===== src/mlr_pkg.sv =====
package mlr_pkg;

	// Default coordinate width and the headroom the decision term needs above it.
	localparam int COORD_BITS_DEFAULT = 12;
	localparam int DEC_EXTRA_BITS = 4;

	// Operation codes carried on the input tuser.
	localparam logic OP_LOAD = 1'b0;
	localparam logic OP_STEP = 1'b1;

	// Bit 0 set means the axes are swapped; bit 1 set means the minor axis falls.
	typedef enum logic [1:0] {
		SLOPE_SHALLOW_POS = 2'd0,
		SLOPE_STEEP_POS   = 2'd1,
		SLOPE_SHALLOW_NEG = 2'd2,
		SLOPE_STEEP_NEG   = 2'd3
	} slope_t;

endpackage


===== src/mlr_setup.sv =====
module mlr_setup #(
	parameter int COORD_BITS = mlr_pkg::COORD_BITS_DEFAULT
) (
	input  logic [COORD_BITS-1:0] x_first,
	input  logic [COORD_BITS-1:0] y_first,
	input  logic [COORD_BITS-1:0] x_second,
	input  logic [COORD_BITS-1:0] y_second,
	output logic [COORD_BITS-1:0] walk_major,
	output logic [COORD_BITS-1:0] walk_minor,
	output logic [COORD_BITS-1:0] stop_major,
	output logic [COORD_BITS-1:0] span_major,
	output logic [COORD_BITS-1:0] span_minor,
	output logic signed [COORD_BITS+mlr_pkg::DEC_EXTRA_BITS-1:0] decision,
	output mlr_pkg::slope_t slope_case
);
	import mlr_pkg::*;

	localparam int DEC_BITS = COORD_BITS + DEC_EXTRA_BITS;

	logic swap;
	logic dy_pos;
	logic steep;
	logic [COORD_BITS-1:0] ax, ay, bx, by;
	logic [COORD_BITS-1:0] dx, dy_mag;
	logic signed [DEC_BITS-1:0] maj_ext, min_ext;

	// Order the endpoints by x, then sort the line into its slope case.
	always_comb begin
		swap   = x_first > x_second;
		ax     = swap ? x_second : x_first;
		ay     = swap ? y_second : y_first;
		bx     = swap ? x_first  : x_second;
		by     = swap ? y_first  : y_second;
		dx     = bx - ax;
		dy_pos = by > ay;
		dy_mag = dy_pos ? (by - ay) : (ay - by);
		steep  = dy_mag > dx;

		walk_major = ax;
		walk_minor = ay;
		stop_major = bx;
		span_major = dx;
		span_minor = dy_mag;
		if (dy_pos) begin
			if (steep) begin
				slope_case = SLOPE_STEEP_POS;
				walk_major = ay;
				walk_minor = ax;
				stop_major = by;
				span_major = dy_mag;
				span_minor = dx;
			end else begin
				slope_case = SLOPE_SHALLOW_POS;
			end
		end else begin
			if (steep) begin
				// Walked from the lower endpoint so that the major axis rises.
				slope_case = SLOPE_STEEP_NEG;
				walk_major = by;
				walk_minor = bx;
				stop_major = ay;
				span_major = dy_mag;
				span_minor = dx;
			end else begin
				slope_case = SLOPE_SHALLOW_NEG;
			end
		end

		maj_ext = signed'({{(DEC_BITS-COORD_BITS){1'b0}}, span_major});
		min_ext = signed'({{(DEC_BITS-COORD_BITS){1'b0}}, span_minor});
		if (slope_case[1]) begin
			decision = (min_ext <<< 1) - maj_ext;
		end else begin
			decision = maj_ext - (min_ext <<< 1);
		end
	end

endmodule


===== src/midpoint_line_rasterizer.sv =====
// An accepted beat is held in the input register; its pixel then goes to the result register.
// Throughput: one beat per cycle, loads and steps alike, unless a pixel stalls; the decision
// update is a single add and compare on registered state, so steps never wait on each other.
// Reset: arst_n clears asynchronously; no line is loaded and both sides come up empty.
// A step beat while no pixels remain is consumed and produces no output beat.
module midpoint_line_rasterizer #(
	parameter int COORD_BITS = mlr_pkg::COORD_BITS_DEFAULT,
	localparam int IN_W  = 8 * ((4 * COORD_BITS + 7) / 8),
	localparam int OUT_W = 8 * ((2 * COORD_BITS + 7) / 8)
) (
	input  logic             clk,
	input  logic             arst_n,
	input  logic             s_tvalid,
	output logic             s_tready,
	// Fields from bit 0 up: x_first, y_first, x_second, y_second, zero fill.
	input  logic [IN_W-1:0]  s_tdata,
	// Field: operation (load or step).
	input  logic             s_tuser,
	output logic             m_tvalid,
	input  logic             m_tready,
	// Fields from bit 0 up: pixel_x, pixel_y, zero fill.
	output logic [OUT_W-1:0] m_tdata,
	output logic             m_tlast
);
	import mlr_pkg::*;

	localparam int DEC_BITS = COORD_BITS + DEC_EXTRA_BITS;

	// Input register. It holds a beat until the result register can take its pixel.
	logic                  in_valid_s1;
	logic                  in_op_s1;
	logic [4*COORD_BITS-1:0] in_coords_s1;

	// Walker state, kept in the walk frame where the major axis always rises.
	logic [COORD_BITS-1:0]      walk_major_q, walk_minor_q, stop_major_q;
	logic [COORD_BITS-1:0]      span_major_q, span_minor_q;
	logic signed [DEC_BITS-1:0] decision_q;
	slope_t                     slope_case_q;
	logic                       active_q;

	// Result register.
	logic                  out_valid_q;
	logic [COORD_BITS-1:0] pixel_x_q, pixel_y_q;
	logic                  last_q;

	// Load setup results.
	logic [COORD_BITS-1:0]      ld_walk_major, ld_walk_minor, ld_stop_major;
	logic [COORD_BITS-1:0]      ld_span_major, ld_span_minor;
	logic signed [DEC_BITS-1:0] ld_decision;
	slope_t                     ld_slope_case;

	// Next state after the beat held in the input register.
	logic [COORD_BITS-1:0]      nx_walk_major, nx_walk_minor, nx_stop_major;
	logic [COORD_BITS-1:0]      nx_span_major, nx_span_minor;
	logic signed [DEC_BITS-1:0] nx_decision;
	slope_t                     nx_slope_case;
	logic                       nx_active;
	logic                       produce;
	logic                       advance;
	logic signed [DEC_BITS-1:0] maj2, min2;

	// The held beat moves on whenever the result register is empty or is being
	// drained in this cycle; while a stalled pixel blocks it, no new beat can enter.
	assign advance  = in_valid_s1 && (!out_valid_q || m_tready);
	assign s_tready = !in_valid_s1 || !out_valid_q || m_tready;

	always_ff @(posedge clk or negedge arst_n) begin
		if (!arst_n) begin
			in_valid_s1 <= 1'b0;
		end else if (s_tready) begin
			in_valid_s1 <= s_tvalid;
		end
	end

	always_ff @(posedge clk) begin
		if (s_tready && s_tvalid) begin
			in_op_s1     <= s_tuser;
			in_coords_s1 <= s_tdata[4*COORD_BITS-1:0];
		end
	end

	mlr_setup #(
		.COORD_BITS(COORD_BITS)
	) u_setup (
		.x_first   (in_coords_s1[COORD_BITS-1:0]),
		.y_first   (in_coords_s1[2*COORD_BITS-1:COORD_BITS]),
		.x_second  (in_coords_s1[3*COORD_BITS-1:2*COORD_BITS]),
		.y_second  (in_coords_s1[4*COORD_BITS-1:3*COORD_BITS]),
		.walk_major(ld_walk_major),
		.walk_minor(ld_walk_minor),
		.stop_major(ld_stop_major),
		.span_major(ld_span_major),
		.span_minor(ld_span_minor),
		.decision  (ld_decision),
		.slope_case(ld_slope_case)
	);

	// A load takes the setup results. A step moves the major axis by one, and the decision
	// term picks whether the minor axis moves too. Falling cases move the minor axis down.
	always_comb begin
		maj2 = signed'({{(DEC_BITS-COORD_BITS){1'b0}}, span_major_q}) <<< 1;
		min2 = signed'({{(DEC_BITS-COORD_BITS){1'b0}}, span_minor_q}) <<< 1;

		nx_walk_major = walk_major_q;
		nx_walk_minor = walk_minor_q;
		nx_stop_major = stop_major_q;
		nx_span_major = span_major_q;
		nx_span_minor = span_minor_q;
		nx_decision   = decision_q;
		nx_slope_case = slope_case_q;
		produce       = 1'b0;

		if (in_op_s1 == OP_LOAD) begin
			nx_walk_major = ld_walk_major;
			nx_walk_minor = ld_walk_minor;
			nx_stop_major = ld_stop_major;
			nx_span_major = ld_span_major;
			nx_span_minor = ld_span_minor;
			nx_decision   = ld_decision;
			nx_slope_case = ld_slope_case;
			produce       = 1'b1;
		end else if (active_q) begin
			nx_walk_major = walk_major_q + COORD_BITS'(1);
			produce       = 1'b1;
			if (!slope_case_q[1]) begin
				if (decision_q > 0) begin
					nx_decision = decision_q - min2;
				end else begin
					nx_walk_minor = walk_minor_q + COORD_BITS'(1);
					nx_decision   = decision_q + maj2 - min2;
				end
			end else begin
				if (decision_q > 0) begin
					nx_walk_minor = walk_minor_q - COORD_BITS'(1);
					nx_decision   = decision_q + min2 - maj2;
				end else begin
					nx_decision = decision_q + min2;
				end
			end
		end
		nx_active = nx_walk_major != nx_stop_major;
	end

	always_ff @(posedge clk or negedge arst_n) begin
		if (!arst_n) begin
			walk_major_q <= '0;
			walk_minor_q <= '0;
			stop_major_q <= '0;
			span_major_q <= '0;
			span_minor_q <= '0;
			decision_q   <= '0;
			slope_case_q <= SLOPE_SHALLOW_POS;
			active_q     <= 1'b0;
		end else if (advance) begin
			walk_major_q <= nx_walk_major;
			walk_minor_q <= nx_walk_minor;
			stop_major_q <= nx_stop_major;
			span_major_q <= nx_span_major;
			span_minor_q <= nx_span_minor;
			decision_q   <= nx_decision;
			slope_case_q <= nx_slope_case;
			active_q     <= nx_active;
		end
	end

	always_ff @(posedge clk or negedge arst_n) begin
		if (!arst_n) begin
			out_valid_q <= 1'b0;
		end else if (advance) begin
			out_valid_q <= produce;
		end else if (m_tready) begin
			out_valid_q <= 1'b0;
		end
	end

	// Pixels leave in screen frame: swapped cases trade the axes back.
	always_ff @(posedge clk) begin
		if (advance && produce) begin
			pixel_x_q <= nx_slope_case[0] ? nx_walk_minor : nx_walk_major;
			pixel_y_q <= nx_slope_case[0] ? nx_walk_major : nx_walk_minor;
			last_q    <= !nx_active;
		end
	end

	assign m_tvalid = out_valid_q;
	assign m_tdata  = OUT_W'({pixel_y_q, pixel_x_q});
	assign m_tlast  = last_q;

	// A shown pixel is the final one exactly when no further pixels remain.
	a_last_matches_active: assert property (@(posedge clk) disable iff (!arst_n)
		m_tvalid |-> (m_tlast == !active_q))
		else $error("output last flag disagrees with walker state");

	// An active walker has not yet reached its end point.
	a_active_not_at_end: assert property (@(posedge clk) disable iff (!arst_n)
		active_q |-> (walk_major_q != stop_major_q))
		else $error("walker active at its end point");

	// Every load yields a pixel.
	a_load_yields_pixel: assert property (@(posedge clk) disable iff (!arst_n)
		(advance && in_op_s1 == OP_LOAD) |=> m_tvalid)
		else $error("load produced no pixel");

	// A step with nothing left yields nothing.
	a_idle_step_silent: assert property (@(posedge clk) disable iff (!arst_n)
		(advance && in_op_s1 == OP_STEP && !active_q) |=> !m_tvalid)
		else $error("idle step produced a pixel");

	// A held beat that cannot move on keeps its contents.
	a_hold_s1: assert property (@(posedge clk) disable iff (!arst_n)
		(in_valid_s1 && !advance) |=> (in_valid_s1 && $stable(in_coords_s1)
			&& $stable(in_op_s1)))
		else $error("stalled input register changed");

endmodule


===== config.mk =====
export PLATFORM = sky130hd
export DESIGN_NAME = midpoint_line_rasterizer
export DESIGN_NICKNAME = d
export VERILOG_FILES = /design/src/mlr_pkg.sv /design/src/mlr_setup.sv /design/src/midpoint_line_rasterizer.sv
export SDC_FILE = /design/constraint.sdc
export NUM_CORES = 1
export LEC_CHECK = 0
export BUFFER_PORTS_ARGS = -buffer_cell sky130_fd_sc_hd__buf_2
export CORE_MARGIN = 4
export CORE_UTILIZATION = 50
export DETAILED_ROUTE_END_ITERATION = 16
export GPL_TIMING_DRIVEN = 1
export PLACE_DENSITY = 0.71
export SYNTH_ARGS = -nofsm -noshare
export SYNTH_HDL_FRONTEND = slang
export SYNTH_SLANG_ARGS = --single-unit

===== constraint.sdc =====
create_clock -name clk -period 13 [get_ports clk]
set_input_delay 3.9 -clock clk [delete_from_list [all_inputs] [get_ports clk]]
set_output_delay 3.9 -clock clk [all_outputs]
set_load 0.1 [all_outputs]

==> results.md, run 1 <==
| Item | This run | Unit |
|:---|:---|:---|
| Critical setup path kind | reg -> reg | - |
| Cells taking the most area after synthesis | sky130_fd_sc_hd__edfxtp_1 (15%), sky130_fd_sc_hd__dfrtp_1 (13%), sky130_fd_sc_hd__ha_1 (8.0%), sky130_fd_sc_hd__nand2_1 (6.3%), sky130_fd_sc_hd__o21ai_0 (5.0%) | - |
| EDFF count, synth | 74 | - |
| Critical Path End Type | flop | - |
| Most common cell after layout, fill and taps aside | sky130_fd_sc_hd__nand2_1 | - |
| Synthesized-area fraction occupied by ao, oa, aoi and oai cells | 24.9 | % |
| Y dimension of the die | 183 | um |
| FF-to-FF Start | in_coords_s1[11]$_DFFE_PP_ | - |
| # diodes | 0 | - |
| Post-CTS setup repair buffer count | 0 | - |
| Nature of the critical path startpoint | flop | - |
| Post-synth ARST share | 52.3 | % |
| Instance count along the most critical hold path | 1 | - |
| Yosys top cell area share | 14.6 | % |
| Number of different library cells in the post-synthesis netlist | 98 | - |
| Main combinational cell family by area after synthesis | compound AO/OA/AOI/OAI gates | - |
| Post-Route Skew | 15.9 | ps |
| Global-route wire length before repair | 77900 | um |
| Clock Sinks | 155 | - |
| Cell Area, Synth | 0.0153 | sq mm |
| Final wirelength | 50100 | um |
| Detailed-routing iteration count for the pre-antenna-repair pass | 6 | - |
| Cts-stage hold buffer count | 0 | - |
| Most used cell along the critical path | sky130_fd_sc_hd__ha_1 | - |
| Achievable Freq | 0.0995 | GHz |
| Row cnt | 63 | - |
| Initial standard-cell utilization of the core | 51.1 | % |
| Aggregate global routing overflow | 0 | - |
| Synth warnings | 0 | - |
| TritonCTS clock tree | done | - |
| R2R setup slack | 2950 | ps |
| Final routed wire length divided by cell count | 21.6 | um |
| Leading cell types in the layout, fill and taps excluded | sky130_fd_sc_hd__nand2_1 (256), sky130_fd_sc_hd__nor2_1 (155), sky130_fd_sc_hd__o21ai_0 (151) | - |
| Least-Margin Pin Slew | 1030 | ps |
| Number of clock buffers inserted by TritonCTS | 17 | - |
| Post-synthesis area per instance | 8.04 | sq um |
| Initial detailed-routing violation count | 1538 | - |
| Post-synth net total | 2066 | - |
| Biggest area consumer among synthesized cells | sky130_fd_sc_hd__edfxtp_1 | - |
| Via count of the first global-routing pass | 13800 | - |
| Largest net degree at the start of global routing | 73 | - |
| Status | finished clean | - |
| Die Width | 183 | um |
| Fin crit share | 77.3 | % |
| Pins over their slew limit | 0 | - |
| Crit path DAT | 10390 | ps |
| Area overhead of the layout relative to synthesis | 8.40 | % |
| Clk_lat worst skew | 460 | ps |
| Worst max-slew margin expressed relative to the limit | 31.0 | % |
| Core area | 0.0299 | sq mm |
| Drt drc | 0 | - |
| Post-synthesis simple-gate area fraction | 18.9 | % |
| Setup tns final | 0 | ps |
| Number of gates given a new drive strength after cts | 0 | - |
| Worst-case reg-to-reg path depth | 35 | - |
| XOR/XNOR Fraction of Synth Area | 6.38 | % |
| FF/Latch Area | 0.00425 | sq mm |
| Clock root cell | sky130_fd_sc_hd__clkbuf_16 | - |
| Destination of the worst hold path | stop_major_q[8]$_DFFE_PN0P_ | - |
| Total of flip-flops plus latches after synthesis | 155 | - |
| Number of fill cells in the layout | 2779 | - |
| Number of vias per cell | 6.27 | - |
| Ys flop type | sky130_fd_sc_hd__dfrtp_1 | - |
| Sequential fraction of the synthesis area | 27.8 | % |
| Number of nets in the layout | 2079 | - |
| Antenna violation net count after detailed routing | 0 | - |
| Boundary pin count | 80 | - |
| Critical path launch point | in_coords_s1[11]$_DFFE_PP_ | - |
| Final setup violation count | 0 | - |
| Fraction of layout instances using a drive strength above 1 | 9.98 | % |
| Count of final hold-check violations | 0 | - |
| Adder and majority gate portion of the synthesized area | 11.1 | % |
| Endpoint of the most critical register-to-register path | decision_q[15]$_DFFE_PN0P_ | - |
| Worst Min Path Start | stop_major_q[8]$_DFFE_PN0P_ | - |
| Count of port buffers added during placement | 79 | - |
| Total via count after detailed routing | 14500 | - |
| Number of antenna violations at the first check in global routing | 0 | - |
| Delay of the slowest cell on the worst path | 750 | ps |
| Routability congestion estimate from global placement | 0.985 | - |
| Area of the die | 0.0334 | sq mm |
| Max Root-Sink Buffers | 2 | - |
| Clock transition at the registers of the reported paths | 70 | ps |
| CP Max Fanout | 39 | - |
| Final HPWL DP | 38400 | um |
| Worst hold-check path type | reg -> reg | - |
| Synthesized netlist cell count | 1898 | - |
| Global-route usage over all layers | 29.7 | % |
| Number of max-cap violations | 0 | - |
| Min cycle time layout | 10050 | ps |
| Count of H-tree levels built during CTS | 4 | - |
| Area of combinational cells with multiple inputs | 0.0101 | sq mm |
| Critical Path RT | 13340 | ps |
| Slowest CP cell | sky130_fd_sc_hd__xnor2_4 | - |
| Setup repair after global routing missed its margin | no | - |
| Post-synthesis mux area share | 4.42 | % |
## registers in the layout, indices dropped and copies added, names as in the netlist
register	cells
active_q	1
decision_q	16
in_coords_s1	48
in_op_s1	1
in_valid_s1	1
m_tlast	1
m_tvalid	1
pixel_x_q	12
pixel_y_q	12
slope_case_q	2
span_major_q	12
span_minor_q	12
stop_major_q	12
walk_major_q	12
walk_minor_q	12
## Yosys cell counts, types with 7 or more instances
cell type and count:
sky130_fd_sc_hd__nand2_1 257, sky130_fd_sc_hd__nor2_1 155, sky130_fd_sc_hd__o21ai_0 151, sky130_fd_sc_hd__inv_1 150, sky130_fd_sc_hd__a21oi_1 117, sky130_fd_sc_hd__ha_1 98, sky130_fd_sc_hd__dfrtp_1 81, sky130_fd_sc_hd__xnor2_1 78
sky130_fd_sc_hd__edfxtp_1 74, sky130_fd_sc_hd__clkbuf_1 73, sky130_fd_sc_hd__mux2i_1 37, sky130_fd_sc_hd__nand3_1 36, sky130_fd_sc_hd__a31oi_1 35, sky130_fd_sc_hd__o211ai_1 30, sky130_fd_sc_hd__xor2_1 30, sky130_fd_sc_hd__nor3_1 29
sky130_fd_sc_hd__a211oi_1 28, sky130_fd_sc_hd__nor2b_1 25, sky130_fd_sc_hd__a21o_1 23, sky130_fd_sc_hd__and3_1 21, sky130_fd_sc_hd__nand2b_1 21, sky130_fd_sc_hd__o22ai_1 20, sky130_fd_sc_hd__fa_1 17, sky130_fd_sc_hd__nor4_1 16
sky130_fd_sc_hd__buf_1 13, sky130_fd_sc_hd__buf_2 13, sky130_fd_sc_hd__nand4_1 13, sky130_fd_sc_hd__o31ai_1 13, sky130_fd_sc_hd__and2_1 12, sky130_fd_sc_hd__maj3_1 12, sky130_fd_sc_hd__o21bai_1 12, sky130_fd_sc_hd__a22oi_1 11
sky130_fd_sc_hd__a32oi_1 11, sky130_fd_sc_hd__o21a_1 11, sky130_fd_sc_hd__mux2_2 9, sky130_fd_sc_hd__mux4_2 8, sky130_fd_sc_hd__a21boi_0 7, sky130_fd_sc_hd__or2_2 7
## per-layer routing
layer / part of all wire [%] / GRT usage [%] / wire (um)
met3: 9.8 / 7.93 / 4920
met4: 3.9 / 11.1 / 1980
met2: 43 / 44.5 / 21400
met5: 0 / 0 / 0
met1: 43 / 41.3 / 21800
## worst max-delay path, delay by kind of cell, from the launching register on
| family | cells | cell delay [ps] |
|---|---|---|
| AO/OA/AOI/OAI | 17 | 4420 |
| XOR/XNOR | 2 | 920 |
| adder cells (fa/ha/maj) | 4 | 1360 |
| buffers and inverters | 2 | 360 |
| flip-flops | 1 | 440 |
| AND/OR/NAND/NOR | 10 | 2330 |
## metrics by stage
stage	hold WS, ps	area (sq um)	cells	setup WS (ps)	util (%)
2_1_floorplan	445	15300	1898	2320	-
3_3_place_gp	458	15900	2282	3500	53.3
3_5_place_dp	464	15900	2282	3250	53.3
4_1_cts	482	16500	2314	3200	55.4
5_1_grt	497	16500	2314	2180	55.4
6_report	483	16500	2314	2950	55.4
## worst max path at each step
stage                                       to  slack, ps  depth (start not counted)
detailed placement  decision_q[15]$_DFFE_PN0P_       3250                         35
floorplan           decision_q[15]$_DFFE_PN0P_       2320                         48
finish              decision_q[15]$_DFFE_PN0P_       2950                         35
global route        decision_q[15]$_DFFE_PN0P_       2180                         35
global placement    decision_q[15]$_DFFE_PN0P_       3500                         36
CTS                 decision_q[15]$_DFFE_PN0P_       3200                         35
## kinds of logic (layout without fill, tap and decap cells)
family          after synthesis  in the layout
simple gates                627            627
compound gates              571            571
fa+ha+maj                   127            127
buf+inv                     254            280
xor+xnor                    109            109
mux                          55             55
flops                       155            155
## area by class of cell
type / instances / area share (%)
Multi-Input combinational cell: 1489 / 60.9
Timing Repair Buffer: 97 / 3.22
Clock inverter: 13 / 0.968
Tap cell: 390 / 2.95
Inverter: 151 / 3.43
Sequential cell: 155 / 25.7
Clock buffer: 19 / 2.81
Power of run 1 is not shown: default switching activity piles up to over one toggle a cycle in this logic, so the estimate is an artifact.
==> run 2: changes to the inputs <==
--- a/config.mk
+++ b/config.mk
@@ -10,7 +10,7 @@
 export CORE_UTILIZATION = 50
 export DETAILED_ROUTE_END_ITERATION = 16
 export GPL_TIMING_DRIVEN = 1
-export PLACE_DENSITY = 0.71
+export PLACE_DENSITY = 0.74
 export SYNTH_ARGS = -nofsm -noshare
 export SYNTH_HDL_FRONTEND = slang
 export SYNTH_SLANG_ARGS = --single-unit
==> constraint.sdc (replaced) <==
create_clock -name clk -period 8.3 [get_ports clk]
set_input_delay 2.49 -clock clk [delete_from_list [all_inputs] [get_ports clk]]
set_output_delay 2.49 -clock clk [all_outputs]
set_load 0.1 [all_outputs]
==> results.md, run 2 (synthesis results as in run 1) <==
| Item | This run | Unit |
|:---|:---|:---|
| Post-Route Skew | 13.6 | ps |
| FF-to-FF Start | in_coords_s1[3]$_DFFE_PP_ | - |
| Count of H-tree levels built during CTS | 4 | - |
| Number of nets in the layout | 2148 | - |
| Flip-flop count of the largest register after layout | 48 | - |
| Area of the die | 0.0334 | sq mm |
| Crit path DAT | 8330 | ps |
| Delay of the slowest cell on the worst path | 530 | ps |
| Worst-case reg-to-reg path depth | 35 | - |
| Critical Path RT | 8650 | ps |
| Detailed-routing iteration count for the pre-antenna-repair pass | 6 | - |
| Leading cell types in the layout, fill and taps excluded | sky130_fd_sc_hd__nand2_1 (254), sky130_fd_sc_hd__nor2_1 (155), sky130_fd_sc_hd__inv_1 (148), sky130_fd_sc_hd__o21ai_0 (148), sky130_fd_sc_hd__a21oi_1 (110) | - |
| Drt drc | 0 | - |
| Y dimension of the die | 183 | um |
| Worst slack at placement | 87.8 | ps |
| Worst Min Path Start | span_major_q[8]$_DFFE_PN0P_ | - |
| Clock root cell | sky130_fd_sc_hd__clkbuf_16 | - |
| Boundary pin count | 80 | - |
| R2R setup slack | 320 | ps |
| Final HPWL DP | 39700 | um |
| Most common cell after layout, fill and taps aside | sky130_fd_sc_hd__nand2_1 | - |
| Endpoint of the most critical register-to-register path | decision_q[15]$_DFFE_PN0P_ | - |
| Status | finished clean | - |
| # diodes | 0 | - |
| Fin crit share | 96.1 | % |
| Area overhead of the layout relative to synthesis | 13.1 | % |
| Nature of the critical path startpoint | flop | - |
| Number of max-cap violations | 0 | - |
| Global-route wire length before repair | 79800 | um |
| Worst hold-check path type | reg -> reg | - |
| Clk_lat worst skew | 460 | ps |
| Initial standard-cell utilization of the core | 51.1 | % |
| Core area | 0.0299 | sq mm |
| Fraction of layout instances using a drive strength above 1 | 14.7 | % |
| Max Root-Sink Buffers | 2 | - |
| PnR worst setup slack | 322 | ps |
| Aggregate global routing overflow | 0 | - |
| Total via count after detailed routing | 15200 | - |
| Clock transition at the registers of the reported paths | 70 | ps |
| Initial detailed-routing violation count | 1872 | - |
| Final setup violation count | 0 | - |
| Min cycle time layout | 7980 | ps |
| Routability congestion estimate from global placement | 0.978 | - |
| Leading registers by flop count | in_coords_s1: 48 flops, decision_q: 16 flops | - |
| Instance count along the most critical hold path | 2 | - |
| Cell area after placement | 0.0166 | sq mm |
| Kind of cell adding the most delay to the critical path | compound AO/OA/AOI/OAI gates | - |
| Count of cell instances traversed by the critical path | 35 | - |
| CP Max Fanout | 27 | - |
| Slowest CP cell | sky130_fd_sc_hd__edfxtp_1 | - |
| Largest net degree at the start of global routing | 82 | - |
| TritonCTS clock tree | done | - |
| Critical setup path kind | reg -> reg | - |
| Final wirelength | 51500 | um |
| Die Width | 183 | um |
| Global-route usage over all layers | 30.3 | % |
| Antenna violation net count after detailed routing | 0 | - |
| Final Cell Area | 0.0173 | sq mm |
| Top reg by flops | in_coords_s1 | - |
| Via count of the first global-routing pass | 14100 | - |
| Destination of the worst hold path | span_major_q[8]$_DFFE_PN0P_ | - |
| Number of clock buffers inserted by TritonCTS | 17 | - |
| Number of vias per cell | 6.37 | - |
| Clock Sinks | 155 | - |
| Final routed wire length divided by cell count | 21.6 | um |
| Count of port buffers added during placement | 79 | - |
| Worst max-slew margin expressed relative to the limit | 28.4 | % |
| Number of antenna violations at the first check in global routing | 0 | - |
| Achievable Freq | 0.125 | GHz |
| Buf/Inv on CP | 1 | - |
| Pins over their slew limit | 0 | - |
| Row cnt | 63 | - |
| Least-Margin Pin Slew | 1070 | ps |
| Count of final hold-check violations | 0 | - |
| Cts-stage hold buffer count | 0 | - |
| Critical Path End Type | flop | - |
## run 2: timing repair
action	CTS	global route
setup buffers	0	8
setup endpoints to repair	0	15
gates resized for setup	0	23
## run 2: cell type report
type | instances | area, sq um
Clock inverter | 15 | 149
Fill cell | 2656 | 12600
Clock buffer | 17 | 425
Sequential cell | 155 | 4250
Multi-Input combinational cell | 1489 | 10300
Timing Repair Buffer | 166 | 1100
Inverter | 151 | 567
Tap cell | 390 | 488
## run 2: worst max-delay path by stage
stage,from,to,slack [ps]
after CTS,in_coords_s1[2]$_DFFE_PP_,decision_q[8]$_DFFE_PN0P_,50
after detailed placement,in_coords_s1[2]$_DFFE_PP_,decision_q[8]$_DFFE_PN0P_,90
after global placement,in_coords_s1[27]$_DFFE_PP_,decision_q[15]$_DFFE_PN0P_,320
final,in_coords_s1[3]$_DFFE_PP_,decision_q[15]$_DFFE_PN0P_,320
after global routing,in_coords_s1[3]$_DFFE_PP_,decision_q[8]$_DFFE_PN0P_,-20
after floorplan,in_coords_s1[3]$_DFFE_PP_,decision_q[13]$_DFFE_PN0P_,-190
## run 2: worst min-delay path: cells and delay by family (launching register included)
| family | cells | cell delay, ps |
|---|---|---|
| DFF | 1 | 340 |
| AOI/OAI and AO/OA | 1 | 60 |
| and+or+nand+nor | 1 | 50 |
## run 2: layer usage
metal / share of wire (%) / track usage, %
met1: 44 / 43.2
met2: 45 / 47.5
met3: 8.3 / 5.48
met4: 2.6 / 8.20
met5: 0 / 0
## run 2: per-stage QoR
step	TNS, ps	hold slack [ps]	utilization [%]	cells
finish	0	483	57.8	2383
global route	-19.3	499	57.8	2383
CTS	0	487	57.3	2375
detailed placement	0	471	55.4	2343
global placement	0	460	55.4	2343
floorplan	-950	445	-	1898
Power of run 2 is left out for the same reason.
==> run 3: changes to the inputs <==
--- a/config.mk
+++ b/config.mk
@@ -5,12 +5,14 @@
 export SDC_FILE = /design/constraint.sdc
 export NUM_CORES = 1
 export LEC_CHECK = 0
+export ABC_AREA = 1
 export BUFFER_PORTS_ARGS = -buffer_cell sky130_fd_sc_hd__buf_2
+export CORE_ASPECT_RATIO = 1.1
 export CORE_MARGIN = 4
-export CORE_UTILIZATION = 50
+export CORE_UTILIZATION = 57
 export DETAILED_ROUTE_END_ITERATION = 16
 export GPL_TIMING_DRIVEN = 1
-export PLACE_DENSITY = 0.74
+export PLACE_DENSITY = 0.82
 export SYNTH_ARGS = -nofsm -noshare
 export SYNTH_HDL_FRONTEND = slang
 export SYNTH_SLANG_ARGS = --single-unit
==> results.md, run 3 <==
| Item | This run | Unit |
|:---|:---|:---|
| Most used cell along the critical path | sky130_fd_sc_hd__nand2_1 | - |
| Slowest CP cell | sky130_fd_sc_hd__buf_4 | - |
| Clk_lat worst skew | 450 | ps |
| Total of flip-flops plus latches after synthesis | 155 | - |
| Count of final hold-check violations | 0 | - |
| Cells taking the most area after synthesis | sky130_fd_sc_hd__nand2_1 (15%), sky130_fd_sc_hd__edfxtp_1 (15%), sky130_fd_sc_hd__dfrtp_1 (14%), sky130_fd_sc_hd__ha_1 (8.2%), sky130_fd_sc_hd__inv_1 (7.6%) | - |
| Number of nets in the layout | 2378 | - |
| Row cnt | 61 | - |
| Biggest area consumer among synthesized cells | sky130_fd_sc_hd__nand2_1 | - |
| Critical setup path kind | reg -> reg | - |
| Final wirelength | 44200 | um |
| FF-to-FF Start | in_coords_s1[9]$_DFFE_PP_ | - |
| Setup tns final | 0 | ps |
| Final Cell Area | 0.0161 | sq mm |
| Clock root cell | sky130_fd_sc_hd__clkbuf_16 | - |
| Worst hold-check path type | reg -> reg | - |
| Flip-flop count of the largest register after layout | 48 | - |
| Count of H-tree levels built during CTS | 4 | - |
| Cell count after placement | 2537 | - |
| Count of port buffers added during placement | 79 | - |
| Destination of the worst hold path | span_major_q[6]$_DFFE_PN0P_ | - |
| Drt drc | 0 | - |
| Post-synth ARST share | 52.3 | % |
| Initial detailed-routing violation count | 1468 | - |
| Cell with the most instances after synthesis | sky130_fd_sc_hd__nand2_1 | - |
| Final routed wire length divided by cell count | 17.2 | um |
| Fraction of layout instances using a drive strength above 1 | 10.5 | % |
| Crit path DAT | 8030 | ps |
| Post-synth net total | 2338 | - |
| Worst Min Path Start | span_major_q[6]$_DFFE_PN0P_ | - |
| Routability congestion estimate from global placement | 1.03 | - |
| Post-synthesis area per instance | 6.88 | sq um |
| Boundary pin count | 80 | - |
| Number of max-cap violations | 0 | - |
| R2R setup slack | 640 | ps |
| Number of vias per cell | 5.81 | - |
| Largest net degree at the start of global routing | 82 | - |
| Min cycle time layout | 7660 | ps |
| Core area | 0.0256 | sq mm |
| Non-Filler Instances | 2569 | - |
| Core occupancy in the finished layout | 63.0 | % |
| Instance count along the most critical hold path | 2 | - |
| Critical Path RT | 8670 | ps |
| Number of gates given a new drive strength after cts | 0 | - |
| Detailed-routing iteration count for the pre-antenna-repair pass | 6 | - |
| Final setup violation count | 0 | - |
| Endpoint of the most critical register-to-register path | decision_q[11]$_DFFE_PN0P_ | - |
| Y dimension of the die | 178 | um |
| Clock transition at the registers of the reported paths | 80 | ps |
| Cts-stage hold buffer count | 0 | - |
| # diodes | 0 | - |
| Number of antenna violations at the first check in global routing | 1 | - |
| Antenna violation net count after detailed routing | 0 | - |
| Cell area after placement | 0.0155 | sq mm |
| Number of different library cells in the post-synthesis netlist | 67 | - |
| TritonCTS clock tree | done | - |
| Pins over their slew limit | 0 | - |
| Aggregate global routing overflow | 0 | - |
| Synth cell count leaders | sky130_fd_sc_hd__nand2_1 (612), sky130_fd_sc_hd__inv_1 (302), sky130_fd_sc_hd__o21ai_0 (188), sky130_fd_sc_hd__nand3_1 (133), sky130_fd_sc_hd__nor2_1 (116) | - |
| Fin crit share | 92.3 | % |
| Max Root-Sink Buffers | 2 | - |
| Leading registers by flop count | in_coords_s1: 48 flops, decision_q: 16 flops | - |
| Worst-case reg-to-reg path depth | 41 | - |
| Critical Path End Type | flop | - |
| Initial standard-cell utilization of the core | 58.4 | % |
| Yosys top cell area share | 15.4 | % |
| Top reg by flops | in_coords_s1 | - |
| Post-CTS setup repair buffer count | 0 | - |
| Die Width | 162 | um |
| Post-Route Skew | 12.8 | ps |
| Global-route usage over all layers | 30.7 | % |
| Achievable Freq | 0.131 | GHz |
| Global-route wire length before repair | 71300 | um |
| Ys flop type | sky130_fd_sc_hd__dfrtp_1 | - |
| Area overhead of the layout relative to synthesis | 7.90 | % |
| Sequential fraction of the synthesis area | 28.5 | % |
| Cell Area, Synth | 0.0149 | sq mm |
| EDFF count, synth | 74 | - |
| Worst max-slew margin expressed relative to the limit | 22.5 | % |
| Status | finished clean | - |
| Setup repair after global routing missed its margin | no | - |
| Leading cell types in the layout, fill and taps excluded | sky130_fd_sc_hd__nand2_1 (611), sky130_fd_sc_hd__inv_1 (300), sky130_fd_sc_hd__o21ai_0 (188) | - |
| Area of the die | 0.0289 | sq mm |
| Nature of the critical path startpoint | flop | - |
| Total via count after detailed routing | 14900 | - |
| Least-Margin Pin Slew | 1160 | ps |
| CP Max Fanout | 68 | - |
| Delay of the slowest cell on the worst path | 560 | ps |
| Final HPWL DP | 34500 | um |
| Clock Sinks | 155 | - |
| Synth warnings | 0 | - |
| Number of clock buffers inserted by TritonCTS | 17 | - |
| Via count of the first global-routing pass | 14300 | - |
| Most common cell after layout, fill and taps aside | sky130_fd_sc_hd__nand2_1 | - |
| Synthesized netlist cell count | 2170 | - |
==> run 3: cell types whose count changed after synthesis, sizes merged, moves of 26 or more <==
cell    previous run  this run
o21ai            159       238
xnor2             79        12
nor2             158       117
a31oi             35         9
a211oi            30         4
nand3             37       144
mux2i             38         0
inv              150       316
nand2            258       636
clkbuf            74        42
==> run 3: metrics by stage <==
step           setup slack, ps  hold WS [ps]
5_1_grt                   83.7           508
6_report                   642           488
2_1_floorplan             1640           453
4_1_cts                    834           495
3_5_place_dp               866           478
3_3_place_gp              1070           470
==> run 3: worst max-delay path by stage <==
stage / startpoint / end / slack [ps] / depth (start not counted)
finish: in_coords_s1[9]$_DFFE_PP_ / decision_q[11]$_DFFE_PN0P_ / 640 / 41
global route: in_coords_s1[9]$_DFFE_PP_ / decision_q[9]$_DFFE_PN0P_ / 80 / 40
CTS: in_coords_s1[9]$_DFFE_PP_ / decision_q[14]$_DFFE_PN0P_ / 830 / 39
detailed placement: in_coords_s1[9]$_DFFE_PP_ / decision_q[14]$_DFFE_PN0P_ / 870 / 39
global placement: in_coords_s1[9]$_DFFE_PP_ / decision_q[9]$_DFFE_PN0P_ / 1070 / 42
floorplan: in_coords_s1[9]$_DFFE_PP_ / decision_q[10]$_DFFE_PN0P_ / 1640 / 47
==> run 3: final cells by class <==
cell class                 instances  area (sq um)
fill                            2314          9450
multi-input combinational       1621          9100
sequential                       155          4250
timing repair buffer              96           526
clock inverter                    15           181
tap                              346           433
clock buffer                      17           425
inverter                         319          1200
==> run 3: logic make-up (layout without fill, tap and decap cells) <==
group | count (synthesis) | after routing | synth area share [%]
simple gates | 978 | 978 | 28.2
xor+xnor | 65 | 65 | 3.96
fa+ha+maj | 115 | 115 | 10.5
buf+inv | 394 | 447 | 10.7
flops | 155 | 155 | 28.5
compound gates | 463 | 463 | 18.2
==> run 3: critical path, delay by kind of cell (launching register included) <==
kind	cells	cell delay, ps
AOI/OAI and AO/OA	8	1280
xor gates and xnor gates	1	500
adders and majority gates	5	1560
buffers and inverters	4	1070
DFF	1	420
and+or+nand+nor	23	2730
==> run 3: layer usage <==
layer / part of all wire (%) / track usage [%] / vias up
li1: - / - / 7235
met1: 41 / 38.7 / 6900
met2: 48 / 52.4 / 643
met3: 6.5 / 4.11 / 136
met4: 4.8 / 13.9 / 2
met5: 0.018 / 0 / -
Power of run 3 is left out for the same reason.
